[src/hw/rtl/hkl_pkg.sv]
// Shared types, constants and hash helpers for the hashed key lookup-or-insert block.
// No dependencies; every other file imports this package.
package hkl_pkg;

	localparam int unsigned TABLE_DEPTH_DEF = 16;
	localparam int unsigned HASH_STAGES     = 8;
	// power of two, so the queue pointers wrap on their own
	localparam int unsigned QUEUE_DEPTH     = 2;
	localparam int unsigned SLOT_W          = 4;

	localparam logic [31:0] FNV_OFFSET = 32'd2166136261;
	localparam logic [31:0] FNV_PRIME  = 32'd16777619;

	typedef struct packed {
		logic [31:0] features;
		logic [1:0]  quality;
	} req_t;

	typedef struct packed {
		logic [SLOT_W-1:0] slot;
		logic              hit;
		logic              full_res;
		logic [31:0]       key_hash;
	} res_t;

	// request after hashing, as queued between front and back
	typedef struct packed {
		logic [31:0] features;
		logic [1:0]  quality;
		logic [31:0] key_hash;
	} key_t;

	// one FNV-1a byte step: xor, then multiply by the prime modulo 2^32
	function automatic logic [31:0] fnv_step(input logic [31:0] h, input logic [7:0] b);
		logic [31:0] x;
		x = h ^ {24'd0, b};
		return x * FNV_PRIME;
	endfunction

	// key byte idx: features LSB first, then quality widened to 32 bits
	function automatic logic [7:0] key_byte(input logic [31:0] features,
			input logic [1:0] quality, input int unsigned idx);
		logic [63:0] w;
		w = {30'd0, quality, features};
		return w[8*idx +: 8];
	endfunction

endpackage

[src/hw/rtl/hkl_stream_ifs.sv]
// Valid/ready stream interfaces for requests, hashed keys and results.
// Depends on hkl_pkg for the payload types.
interface hkl_req_if;
	import hkl_pkg::*;
	logic valid;
	logic ready;
	req_t data;
	modport source (output valid, output data, input ready);
	modport sink (input valid, input data, output ready);
endinterface

interface hkl_key_if;
	import hkl_pkg::*;
	logic valid;
	logic ready;
	key_t data;
	modport source (output valid, output data, input ready);
	modport sink (input valid, input data, output ready);
endinterface

interface hkl_res_if;
	import hkl_pkg::*;
	logic valid;
	logic ready;
	res_t data;
	modport source (output valid, output data, input ready);
	modport sink (input valid, input data, output ready);
endinterface

[src/hw/rtl/hkl_hash.sv]
// Front end: eight-stage FNV-1a pipeline, one key byte and one multiply per stage.
// Depends on hkl_pkg and the stream interfaces.
module hkl_hash
	import hkl_pkg::*;
(
	input logic       clk,
	input logic       arst_n,
	hkl_req_if.sink   req,
	hkl_key_if.source key
);

	// stage arrays, entry k holds the state after key byte k
	logic        pipe_valid_s [HASH_STAGES];
	logic [31:0] pipe_hash_s  [HASH_STAGES];
	req_t        pipe_req_s   [HASH_STAGES];
	logic        advance;

	// whole pipe moves together; it only stops when the last stage cannot leave
	assign advance   = !pipe_valid_s[HASH_STAGES-1] || key.ready;
	assign req.ready = advance;

	assign key.valid         = pipe_valid_s[HASH_STAGES-1];
	assign key.data.features = pipe_req_s[HASH_STAGES-1].features;
	assign key.data.quality  = pipe_req_s[HASH_STAGES-1].quality;
	assign key.data.key_hash = pipe_hash_s[HASH_STAGES-1];

	always_ff @(posedge clk or negedge arst_n) begin
		if (!arst_n) begin
			for (int k = 0; k < HASH_STAGES; k++) begin
				pipe_valid_s[k] <= 1'b0;
			end
		end else if (advance) begin
			pipe_valid_s[0] <= req.valid;
			for (int k = 1; k < HASH_STAGES; k++) begin
				pipe_valid_s[k] <= pipe_valid_s[k-1];
			end
		end
	end

	always_ff @(posedge clk) begin
		if (advance) begin
			pipe_req_s[0]  <= req.data;
			pipe_hash_s[0] <= fnv_step(FNV_OFFSET,
				key_byte(req.data.features, req.data.quality, 0));
		end
	end

	for (genvar k = 1; k < HASH_STAGES; k++) begin : g_stage
		always_ff @(posedge clk) begin
			if (advance) begin
				pipe_req_s[k]  <= pipe_req_s[k-1];
				pipe_hash_s[k] <= fnv_step(pipe_hash_s[k-1],
					key_byte(pipe_req_s[k-1].features, pipe_req_s[k-1].quality, k));
			end
		end
	end

endmodule

[src/hw/rtl/hkl_queue.sv]
// Short queue of hashed keys between the hash front end and the table back end.
// Depends on hkl_pkg and the stream interfaces.
module hkl_queue
	import hkl_pkg::*;
(
	input logic       clk,
	input logic       arst_n,
	hkl_key_if.sink   wr,
	hkl_key_if.source rd
);

	localparam int unsigned PTR_W = (QUEUE_DEPTH > 1) ? $clog2(QUEUE_DEPTH) : 1;
	localparam int unsigned CNT_W = $clog2(QUEUE_DEPTH + 1);
	localparam logic [CNT_W-1:0] CNT_MAX = CNT_W'(QUEUE_DEPTH);

	key_t             buf_q [QUEUE_DEPTH];
	logic [PTR_W-1:0] wr_ptr_q;
	logic [PTR_W-1:0] rd_ptr_q;
	logic [CNT_W-1:0] count_q;
	logic             push;
	logic             pop;

	assign wr.ready = (count_q != CNT_MAX);
	assign rd.valid = (count_q != '0);
	assign rd.data  = buf_q[rd_ptr_q];
	assign push     = wr.valid && wr.ready;
	assign pop      = rd.valid && rd.ready;

	always_ff @(posedge clk or negedge arst_n) begin
		if (!arst_n) begin
			wr_ptr_q <= '0;
			rd_ptr_q <= '0;
			count_q  <= '0;
		end else begin
			if (push) begin
				wr_ptr_q <= wr_ptr_q + 1'b1;
			end
			if (pop) begin
				rd_ptr_q <= rd_ptr_q + 1'b1;
			end
			if (push && !pop) begin
				count_q <= count_q + 1'b1;
			end else if (pop && !push) begin
				count_q <= count_q - 1'b1;
			end
		end
	end

	always_ff @(posedge clk) begin
		if (push) begin
			buf_q[wr_ptr_q] <= wr.data;
		end
	end

endmodule

[src/hw/rtl/hkl_table.sv]
// Back end: key store with one comparator per entry, match resolve, append and result register.
// Depends on hkl_pkg and the stream interfaces.
module hkl_table
	import hkl_pkg::*;
#(
	parameter int unsigned TABLE_DEPTH = TABLE_DEPTH_DEF
) (
	input logic       clk,
	input logic       arst_n,
	hkl_key_if.sink   key,
	hkl_res_if.source res
);

	localparam int unsigned IDX_W = (TABLE_DEPTH > 1) ? $clog2(TABLE_DEPTH) : 1;
	localparam int unsigned CNT_W = $clog2(TABLE_DEPTH + 1);
	localparam logic [CNT_W-1:0] CNT_FULL = CNT_W'(TABLE_DEPTH);

	localparam logic ST_LOOKUP  = 1'b0;
	localparam logic ST_RESOLVE = 1'b1;

	logic                   state_q;
	logic [CNT_W-1:0]       count_q;
	logic [31:0]            tbl_hash_q [TABLE_DEPTH];
	logic [31:0]            tbl_feat_q [TABLE_DEPTH];
	logic [1:0]             tbl_qual_q [TABLE_DEPTH];
	key_t                   key_q;
	logic [TABLE_DEPTH-1:0] match;
	logic [TABLE_DEPTH-1:0] match_q;
	res_t                   res_q;
	logic                   res_valid_q;

	logic             hit;
	logic             full;
	logic [IDX_W-1:0] hit_idx;
	logic [IDX_W-1:0] ins_idx;
	logic [IDX_W-1:0] slot_idx;
	logic             load;
	logic             insert;

	// only entries below the fill count are live
	for (genvar i = 0; i < TABLE_DEPTH; i++) begin : g_cmp
		assign match[i] = (CNT_W'(i) < count_q)
			&& (tbl_hash_q[i] == key.data.key_hash)
			&& (tbl_feat_q[i] == key.data.features)
			&& (tbl_qual_q[i] == key.data.quality);
	end

	// keys are only appended on a miss, so at most one entry can match
	always_comb begin
		hit_idx = '0;
		for (int i = 0; i < TABLE_DEPTH; i++) begin
			if (match_q[i]) begin
				hit_idx = hit_idx | IDX_W'(i);
			end
		end
	end

	assign hit      = |match_q;
	assign full     = !hit && (count_q == CNT_FULL);
	assign ins_idx  = count_q[IDX_W-1:0];
	assign slot_idx = hit ? hit_idx : (full ? '0 : ins_idx);
	assign load     = (state_q == ST_RESOLVE) && (!res_valid_q || res.ready);
	assign insert   = load && !hit && !full;

	assign key.ready = (state_q == ST_LOOKUP);
	assign res.valid = res_valid_q;
	assign res.data  = res_q;

	always_ff @(posedge clk or negedge arst_n) begin
		if (!arst_n) begin
			state_q     <= ST_LOOKUP;
			count_q     <= '0;
			res_valid_q <= 1'b0;
		end else begin
			unique case (state_q)
				ST_LOOKUP: begin
					if (key.valid) begin
						state_q <= ST_RESOLVE;
					end
				end
				ST_RESOLVE: begin
					if (load) begin
						state_q <= ST_LOOKUP;
					end
				end
				default: begin
					state_q <= ST_LOOKUP;
				end
			endcase
			if (load) begin
				res_valid_q <= 1'b1;
			end else if (res.ready) begin
				res_valid_q <= 1'b0;
			end
			if (insert) begin
				count_q <= count_q + 1'b1;
			end
		end
	end

	always_ff @(posedge clk) begin
		if (key.valid && key.ready) begin
			key_q   <= key.data;
			match_q <= match;
		end
		if (load) begin
			res_q.slot     <= SLOT_W'(slot_idx);
			res_q.hit      <= hit;
			res_q.full_res <= full;
			res_q.key_hash <= key_q.key_hash;
		end
		if (insert) begin
			tbl_hash_q[ins_idx] <= key_q.key_hash;
			tbl_feat_q[ins_idx] <= key_q.features;
			tbl_qual_q[ins_idx] <= key_q.quality;
		end
	end

endmodule

[src/hw/rtl/hashed_key_lookup_or_insert_top.sv]
// Top level of the hashed key lookup-or-insert block.
// Depends on hkl_pkg, the stream interfaces, hkl_hash, hkl_queue and hkl_table.

// Each request (feature mask, quality) is hashed with 32-bit FNV-1a over eight bytes in an
// eight-stage pipeline, queued, then looked up against up to TABLE_DEPTH stored keys; a miss
// appends the key and returns its slot, a miss on a full table returns full_res with slot 0.
// The back end compares all entries, then resolves and appends, and takes no new request
// until the current one is resolved; resolve waits while the result register is full and
// not being read. A request passes the 8 hash stages, the first loaded at acceptance, then
// the queue and the compare and resolve states of the table before the result register.
// Results wait in an output register while the next request is already being worked on.
// The table needs no clearing after reset: unfilled entries are never compared.
module hashed_key_lookup_or_insert_top
	import hkl_pkg::*;
#(
	parameter int unsigned TABLE_DEPTH = TABLE_DEPTH_DEF
) (
	input logic       clk,
	input logic       arst_n,
	hkl_req_if.sink   req,
	hkl_res_if.source res
);

	hkl_key_if hashed ();
	hkl_key_if queued ();

	hkl_hash u_hash (
		.clk    (clk),
		.arst_n (arst_n),
		.req    (req),
		.key    (hashed)
	);

	hkl_queue u_queue (
		.clk    (clk),
		.arst_n (arst_n),
		.wr     (hashed),
		.rd     (queued)
	);

	hkl_table #(
		.TABLE_DEPTH (TABLE_DEPTH)
	) u_table (
		.clk    (clk),
		.arst_n (arst_n),
		.key    (queued),
		.res    (res)
	);

endmodule
[src/flat_wrapper.sv]
// flat-port wrapper written by rule: the top's interface ports become plain ports
module hashed_key_lookup_or_insert_top_flat import hkl_pkg::*;
#(
	parameter int unsigned TABLE_DEPTH = TABLE_DEPTH_DEF
)
  (clk, arst_n, req_valid, req_data, req_ready, res_valid, res_data, res_ready);
  hkl_req_if req_i ();
  hkl_res_if res_i ();
  input logic clk;
  input logic arst_n;
  input wire logic [$bits(req_i.valid)-1:0] req_valid;
  input wire logic [$bits(req_i.data)-1:0] req_data;
  output wire logic [$bits(req_i.ready)-1:0] req_ready;
  output wire logic [$bits(res_i.valid)-1:0] res_valid;
  output wire logic [$bits(res_i.data)-1:0] res_data;
  input wire logic [$bits(res_i.ready)-1:0] res_ready;
  assign req_i.valid = req_valid;
  assign req_i.data = req_data;
  assign req_ready = req_i.ready;
  assign res_valid = res_i.valid;
  assign res_data = res_i.data;
  assign res_i.ready = res_ready;
  hashed_key_lookup_or_insert_top #(.TABLE_DEPTH(TABLE_DEPTH)) u_core (.clk(clk), .arst_n(arst_n), .req(req_i), .res(res_i));
endmodule
[config.mk]
export PLATFORM = sky130hd
export DESIGN_NAME = hashed_key_lookup_or_insert_top_flat
export DESIGN_NICKNAME = d
export VERILOG_FILES = /design/src/hw/rtl/hkl_pkg.sv /design/src/hw/rtl/hkl_stream_ifs.sv /design/src/hw/rtl/hkl_hash.sv /design/src/hw/rtl/hkl_queue.sv /design/src/hw/rtl/hkl_table.sv /design/src/hw/rtl/hashed_key_lookup_or_insert_top.sv /design/src/flat_wrapper.sv
export SDC_FILE = /design/constraint.sdc
export NUM_CORES = 2
export LEC_CHECK = 0
export ABC_CLOCK_PERIOD_IN_PS = 54700
export BUFFER_PORTS_ARGS = -buffer_cell sky130_fd_sc_hd__buf_2
export CORE_ASPECT_RATIO = 0.6
export CORE_UTILIZATION = 57
export DETAILED_ROUTE_END_ITERATION = 6
export PLACE_DENSITY = 0.84
export SLEW_MARGIN = 20
export SYNTH_ARGS = -nofsm -noshare
export SYNTH_HDL_FRONTEND = slang
export SYNTH_SLANG_ARGS = --single-unit
[constraint.sdc]
create_clock -name clk -period 54.7 [get_ports clk]
set_clock_uncertainty 0.05 [all_clocks]
set_input_delay 10.94 -clock clk [delete_from_list [all_inputs] [get_ports clk]]
set_output_delay 10.94 -clock clk [all_outputs]
set_load 0.02 [all_outputs]
* Word-level counts from Yosys, hierarchy flattened *
Memories as Yosys holds them, arrays and structs flattened.
Index checks and enable logic that the tools add are counted.
Widths: inputs -> output; s select.

cells by class
  add/subtract/negate cells = 5
  multiply operators = 8
  order comparisons = 16
  eq/ne operators = 50
  mux-type cells = 30
  bitwise logic cells = 6
  reduce and logical (&&, ||, !) cells = 68

operators by type and width
  kind                    number
  $eq 32x32->1            32
  $mul 32x25->32 const B  8
  $xor 32x8->32           3
  $logic_and 1x1->1       56
  $lt 4x5->1 const A      8
  $mux 4                  10
  $eq 2x2->1              16
  $xor 32x2->32           1
  $lt 3x5->1 const A      4
  $reduce_or 16->1        1
  $not 4->14              1
  $mux 3                  4
  $mux 1                  11
  $lt 1x5->1 const A      2
  $lt 2x5->1 const A      2
  $mux 2                  4
  $logic_not 1->1         6
  $reduce_bool 2->1       3
  $add 5x1->5 const B     1
  $eq 5x5->1 const B      1
  $add 1x1->1 const B     2
  $add 2x1->2 const B     1
  $logic_or 1x1->1        2
  $ne 2x2->1 const B      1
  other kinds (3)         3

word-level totals
  register bits = 139
  bits in writable memories = 1,716
  input bits = 38
  memories = 6

memories
  memory                     words  bits a word  read ports  clocked after memory_dff  wr ports  line             text
  u_core.u_table.tbl_feat_q  16     32           16          0                         1         hkl_table.sv:24  logic [31:0] tbl_feat_q [TABLE_DEPTH];
  u_core.u_table.tbl_hash_q  16     32           16          0                         1         hkl_table.sv:23  logic [31:0] tbl_hash_q [TABLE_DEPTH];
  u_core.u_hash.pipe_req_s   8      34           8           0                         8         hkl_hash.sv:15   req_t pipe_req_s [HASH_STAGES];
  u_core.u_hash.pipe_hash_s  8      32           8           0                         8         hkl_hash.sv:14   logic [31:0] pipe_hash_s [HASH_STAGES];
  u_core.u_queue.buf_q       2      66           1           0                         1         hkl_queue.sv:16  key_t buf_q [QUEUE_DEPTH];
  u_core.u_table.tbl_qual_q  16     2            16          0                         1         hkl_table.sv:25  logic [1:0] tbl_qual_q [TABLE_DEPTH];

* Logic depth before layout (Yosys ltp) *
  word-level depth = 16
  gate-level depth with buffers = 23

* Cells and area by module *
Synthesis repeated with hierarchy kept, for this count alone.

second synthesis, totals
  cells, all modules = 8,017
  area total of the unflattened synthesis = 110,204.4 um^2

modules (own cells, without submodules)
  module     instances  cells an instance  area an instance (um^2)  seq. area each (um^2)
  hkl_hash   1          4,922              56,869.5                 15,965.3
  hkl_table  1          2,872              48,265.0                 35,489.0
  hkl_queue  1          223                5,069.9                  4,063.9

* Least setup slack after synthesis *
Ideal clock, no wire load.

  kind = reg2out
  start point = register u_core.u_queue.count_q[1]
  end point = output port req_ready
  arrival time = 13,564 ps
  data required time = 43,710 ps
  path slack = 30,146 ps
  cell stages (with the launch flop) = 2
  buffers on the path = 0
  cells stage by stage = dfrtp_1 -> nand3b_1

on the way
  cells in the longest elaborated chain, start to end = 2

RTL lines
  item                    line                text
  from (decl)             hkl_queue.sv:19     logic [CNT_W-1:0] count_q;
  from (signal assigned)  hkl_queue.sv:42     count_q <= count_q + 1'b1;
  from (signal assigned)  hkl_queue.sv:44     count_q <= count_q - 1'b1;
  $ne 2x2->1              hkl_queue.sv:23     assign wr.ready = (count_q != CNT_MAX);
  $logic_or 1x1->1        hkl_hash.sv:19      assign advance = !pipe_valid_s[HASH_STAGES-1] || key.ready;
  to (decl)               flat_wrapper.sv:13  output wire logic [$bits(req_i.ready)-1:0] req_ready;

Every way passes these cells.

==> impl_metrics.py <==
metrics = {
    "grt": {
        "grt_pass1_vias": 67100,
        "grt-ovfl-total": 0,
        "grt_max_degree": 179,
        "antenna_found_initial": 38,
        "grt_usage": 0.325,
        "grt_pass1_wl_um": 454000,
    },
    "critical_path": {
        "reg2reg_depth": 22,
        "crit_end": "u_core.u_hash.pipe_hash_s[0][19]",
        "crit_slowest_cell": "fa_1",
        "crit_arrival_ns": 15.35,
        "crit_chain": "buf_2 > inv_1 > ha_1 > inv_1 > ha_1 > inv_1 > fa_1 > inv_1 > ha_1 > inv_1 > ha_1 > inv_1 > ha_1 > inv_1 > fa_1 > inv_1 > ha_1 > and3_1 > o311a_1 > nor3b_1 > o31ai_1 > a21oi_1 > xnor2_1",
        "path_buf_inv": 9,
        "worstSetupPathType": "in2reg",
        "reg2reg_slack_ns": 47.77,
        "worstSetupStartpointType": "input pin",
        "cp_top_family": "adder cells",
        "crit_path_end_kind": "flop",
        "critPathMaxStageDelay_ns": 0.47,
        "worstPathRequired_ns": 55.22,
        "reg2reg_to": "u_core.u_hash.pipe_hash_s[0][127]",
        "startpoint": "req_data[4]",
        "crit_path_frequent_cell": "inv_1",
        "reg2reg_from": "u_core.u_hash.pipe_req_s[0][101]",
        "worst-path-stages": 23,
        "crit_fanout": 7,
    },
    "floorplanning": {
        "start_util": 0.576,
        "rows": 124,
        "core_area_um2": 191000,
        "io_pins": 78,
        "die_y_um": 342,
        "die_w_um": 569,
        "die-area_um2": 195000,
    },
    "route": {
        "drtAntennaViolNets": 0,
        "drt_wl_total_um": 319000,
        "via_per_inst": 6.22,
        "drtIter0Drc": 11100,
        "dr.pass1.iters": 7,
        "wire_per_inst_um": 28.6,
        "drc_errors": 28,
        "num_vias": 69300,
    },
    "yosys": {
        "yosysWarnings": 0,
        "synth_cell_types": 78,
        "synthesis.area_um2": 110000,
        "syn_nets": 9971,
        "ys_ff_latch": 1852,
        "ys.flop_type": "edfxtp_1",
        "avgSynthCellArea_um2": 13.7,
        "async_flop_share": 0.0103,
        "synth_edf_count": 1833,
        "syn_inst": 8026,
        "ys_seq_area_frac": 0.505,
    },
    "placed_design": {
        "hpwl_um": 211000,
        "place_congestion": 0.994,
        "portBuffers": 77,
    },
    "hold_path": {
        "hold_path_class": "reg2reg",
    },
    "sta": {
        "fmax_mhz": 67.5,
        "fin_tns_setup_ns": 0,
        "min_period_ns": 14.82,
        "setup_viol": 0,
        "worstMarginPinSlew_ns": 1.29,
        "final_max_slew_viol_count": 0,
        "period_share": 0.271,
        "relSlewSlack": 0.141,
        "hold_viol": 0,
        "rsz0062_at_grt": "false",
    },
    "cts": {
        "cts_resized": 0,
        "postCtsSetupRepairBufs": 0,
        "h-tree-depth": 4,
        "clock-sinks": 1852,
        "clk_pin_slew_ns": 0.07,
        "worstSkewPairLatency_ns": 0.87,
        "cts_inserted_buffers": 176,
        "root_buffer": "clkbuf_16",
        "cts_hold_buf": 0,
        "cts_tree": "done",
        "max-clock-path-buffers": 4,
    },
    "final_layout": {
        "multi_input_area_um2": 49500,
        "area.sequential_um2": 55500,
        "drive_gt1_frac": 0.0759,
        "areaGrowthSynthToFinish_pct": 9.93,
        "nNetsFinal": 10300,
        "fillers": 13400,
    },
    "status": {
        "violations": "DRC",
        "outcome": "finished with violations",
    },
    "run": {
        "maxCapViolations": 0,
    },
}
-- sequential cells by signal (all words and copies together) (netlist names) --
| name | count |
|---|---|
| u_core.u_table.res.valid | 1 |
| u_core.u_queue.rd_ptr_q | 1 |
| u_core.u_table.match_q | 16 |
| u_core.u_table.res.data | 38 |
| u_core.u_table.count_q | 5 |
| u_core.u_table.state_q | 1 |
| u_core.u_table.tbl_feat_q | 512 |
| u_core.u_queue.buf_q | 132 |
| u_core.u_hash.pipe_hash_s | 253 |
| u_core.u_table.tbl_hash_q | 512 |
| u_core.u_hash.pipe_req_s | 272 |
| u_core.u_table.tbl_qual_q | 32 |
| u_core.u_table.key_q | 66 |
| u_core.u_hash.pipe_valid_s | 7 |
| u_core.u_queue.count_q | 2 |
| u_core.u_queue.wr_ptr_q | 1 |
| u_core.u_hash.key.valid | 1 |
-- how the worst min path moves through the flow --
| stage | to | from | slack, ns | cells past startpoint |
|---|---|---|---|---|
| 2_1_floorplan | u_core.u_hash.pipe_req_s[0][100] | u_core.u_hash.pipe_req_s[0][66] | 0.35 | 0 |
| 3_3_place_gp | u_core.u_hash.pipe_req_s[0][40] | u_core.u_hash.pipe_req_s[0][6] | 0.35 | 0 |
| 3_5_place_dp | u_core.u_hash.pipe_req_s[0][41] | u_core.u_hash.pipe_req_s[0][7] | 0.35 | 0 |
| 4_1_cts | u_core.u_hash.pipe_req_s[1][50] | u_core.u_hash.pipe_req_s[1][16] | 0.32 | 0 |
| 5_1_grt | u_core.u_hash.pipe_req_s[1][50] | u_core.u_hash.pipe_req_s[1][16] | 0.33 | 0 |
| 6_report | u_core.u_hash.pipe_req_s[1][50] | u_core.u_hash.pipe_req_s[1][16] | 0.32 | 0 |
-- worst register-to-register path: cells and delay by family, from the launching register on --
family | cells | cell delay, ns
flops | 1 | 0.45
buf+inv | 4 | 0.18
compound gates | 5 | 1.59
mux | 1 | 0.15
fa+ha+maj | 8 | 2.89
simple gates | 3 | 0.66
xor+xnor | 1 | 0.70
-- kinds of logic after synthesis --
group,Yosys count,synth area share
adder cells (fa/ha/maj),1907,0.253
flip-flops,1852,0.505
buffers and inverters,1426,0.0502
XOR/XNOR,1259,0.100
AND/OR/NAND/NOR,800,0.0388
AO/OA/AOI/OAI,707,0.0427
multiplexers,74,0.0102
other,1,0.0000341
-- layout by cell type (no fill, tap or decap), drive strengths merged, types with 43 or more instances in the layout --
cell and count:
a21o 98, a21oi 194, buf 264, clkbuf 199, clkinv 71, diode 68
edfxtp 1833, fa 521, ha 1386, inv 1319, mux2i 67, nand2 110
nand3 52, nand4 159, nor2 157, nor3 43, nor4 163, o21ai 117
xnor2 716, xor2 543
-- final cells by class --
| cell class | instances | area share |
|---|---|---|
| repair buffers | 264 | 0.0150 |
| inverters | 1309 | 0.0407 |
| well taps | 2583 | 0.0267 |
| diodes | 68 | 0.00141 |
| multi-input cells | 4748 | 0.410 |
| clock buffers | 199 | 0.0373 |
| flip-flops and latches | 1852 | 0.460 |
| clock inverters | 108 | 0.00956 |
-- Yosys cell counts, types with 7 or more instances --
| library cell | n | area share |
|---|---|---|
| fa_1 | 521 | 0.095 |
| dfrtp_1 | 19 | 0.0043 |
| xor2_1 | 543 | 0.043 |
| and4_1 | 7 | 0.00056 |
| a2111oi_0 | 14 | 0.0011 |
| nor4_1 | 163 | 0.0093 |
| o221ai_1 | 10 | 0.00080 |
| inv_1 | 1309 | 0.045 |
| a221oi_1 | 34 | 0.0027 |
| nand2b_1 | 27 | 0.0015 |
| and3_1 | 22 | 0.0013 |
| o21ai_0 | 109 | 0.0050 |
| a211oi_1 | 25 | 0.0017 |
| or2_2 | 11 | 0.00063 |
| a22oi_1 | 9 | 0.00061 |
| xnor2_1 | 716 | 0.057 |
| o21a_1 | 33 | 0.0023 |
| mux2i_4 | 27 | 0.0055 |
| a31oi_1 | 16 | 0.00091 |
| o31ai_1 | 13 | 0.00089 |
| nor2_1 | 156 | 0.0053 |
| ha_1 | 1386 | 0.16 |
| a21o_1 | 97 | 0.0066 |
| o21bai_1 | 26 | 0.0018 |
| a21oi_1 | 192 | 0.0087 |
| a211o_1 | 8 | 0.00064 |
| a31o_2 | 8 | 0.00064 |
| nand4_1 | 159 | 0.0090 |
| mux2i_2 | 9 | 0.0011 |
| and2_1 | 16 | 0.00091 |
| nor3_1 | 43 | 0.0020 |
| o2111ai_1 | 7 | 0.00056 |
| o211ai_1 | 10 | 0.00068 |
| buf_4 | 8 | 0.00055 |
| edfxtp_1 | 1833 | 0.50 |
| nand2_1 | 110 | 0.0038 |
| nand3_1 | 52 | 0.0024 |
| mux2_2 | 7 | 0.00072 |
| o22ai_1 | 39 | 0.0022 |
| mux2i_1 | 31 | 0.0028 |
| nor2b_1 | 15 | 0.00085 |
| buf_2 | 74 | 0.0034 |
| clkbuf_1 | 28 | 0.00096 |
| a221o_1 | 10 | 0.00091 |
-- stage by stage --
stage | worst slack, ns | util | instances | instance area [um2] | hold WS [ns]
after CTS | 39.95 | 0.632 | 11100 | 121000 | 0.322
after detailed placement | 39.12 | 0.602 | 10800 | 115000 | 0.355
after global routing | 39.69 | 0.632 | 11100 | 121000 | 0.332
final | 39.88 | 0.633 | 11100 | 121000 | 0.319
after floorplan | 30.15 | - | 8026 | 110000 | 0.350
after global placement | 39.03 | 0.602 | 10800 | 115000 | 0.351
-- metal layers --
metal / up-vias / routed length (um) / track usage
li1: 28900 / - / -
met1: 33600 / 123000 / 0.446
met2: 5441 / 125000 / 0.443
met3: 1267 / 53100 / 0.151
met4: 35 / 16600 / 0.132
met5: - / 615 / 0.0116
Power is left out: the tool's default activity adds up to more than one toggle a clock period on the data nets, which glitch-free logic cannot reach.
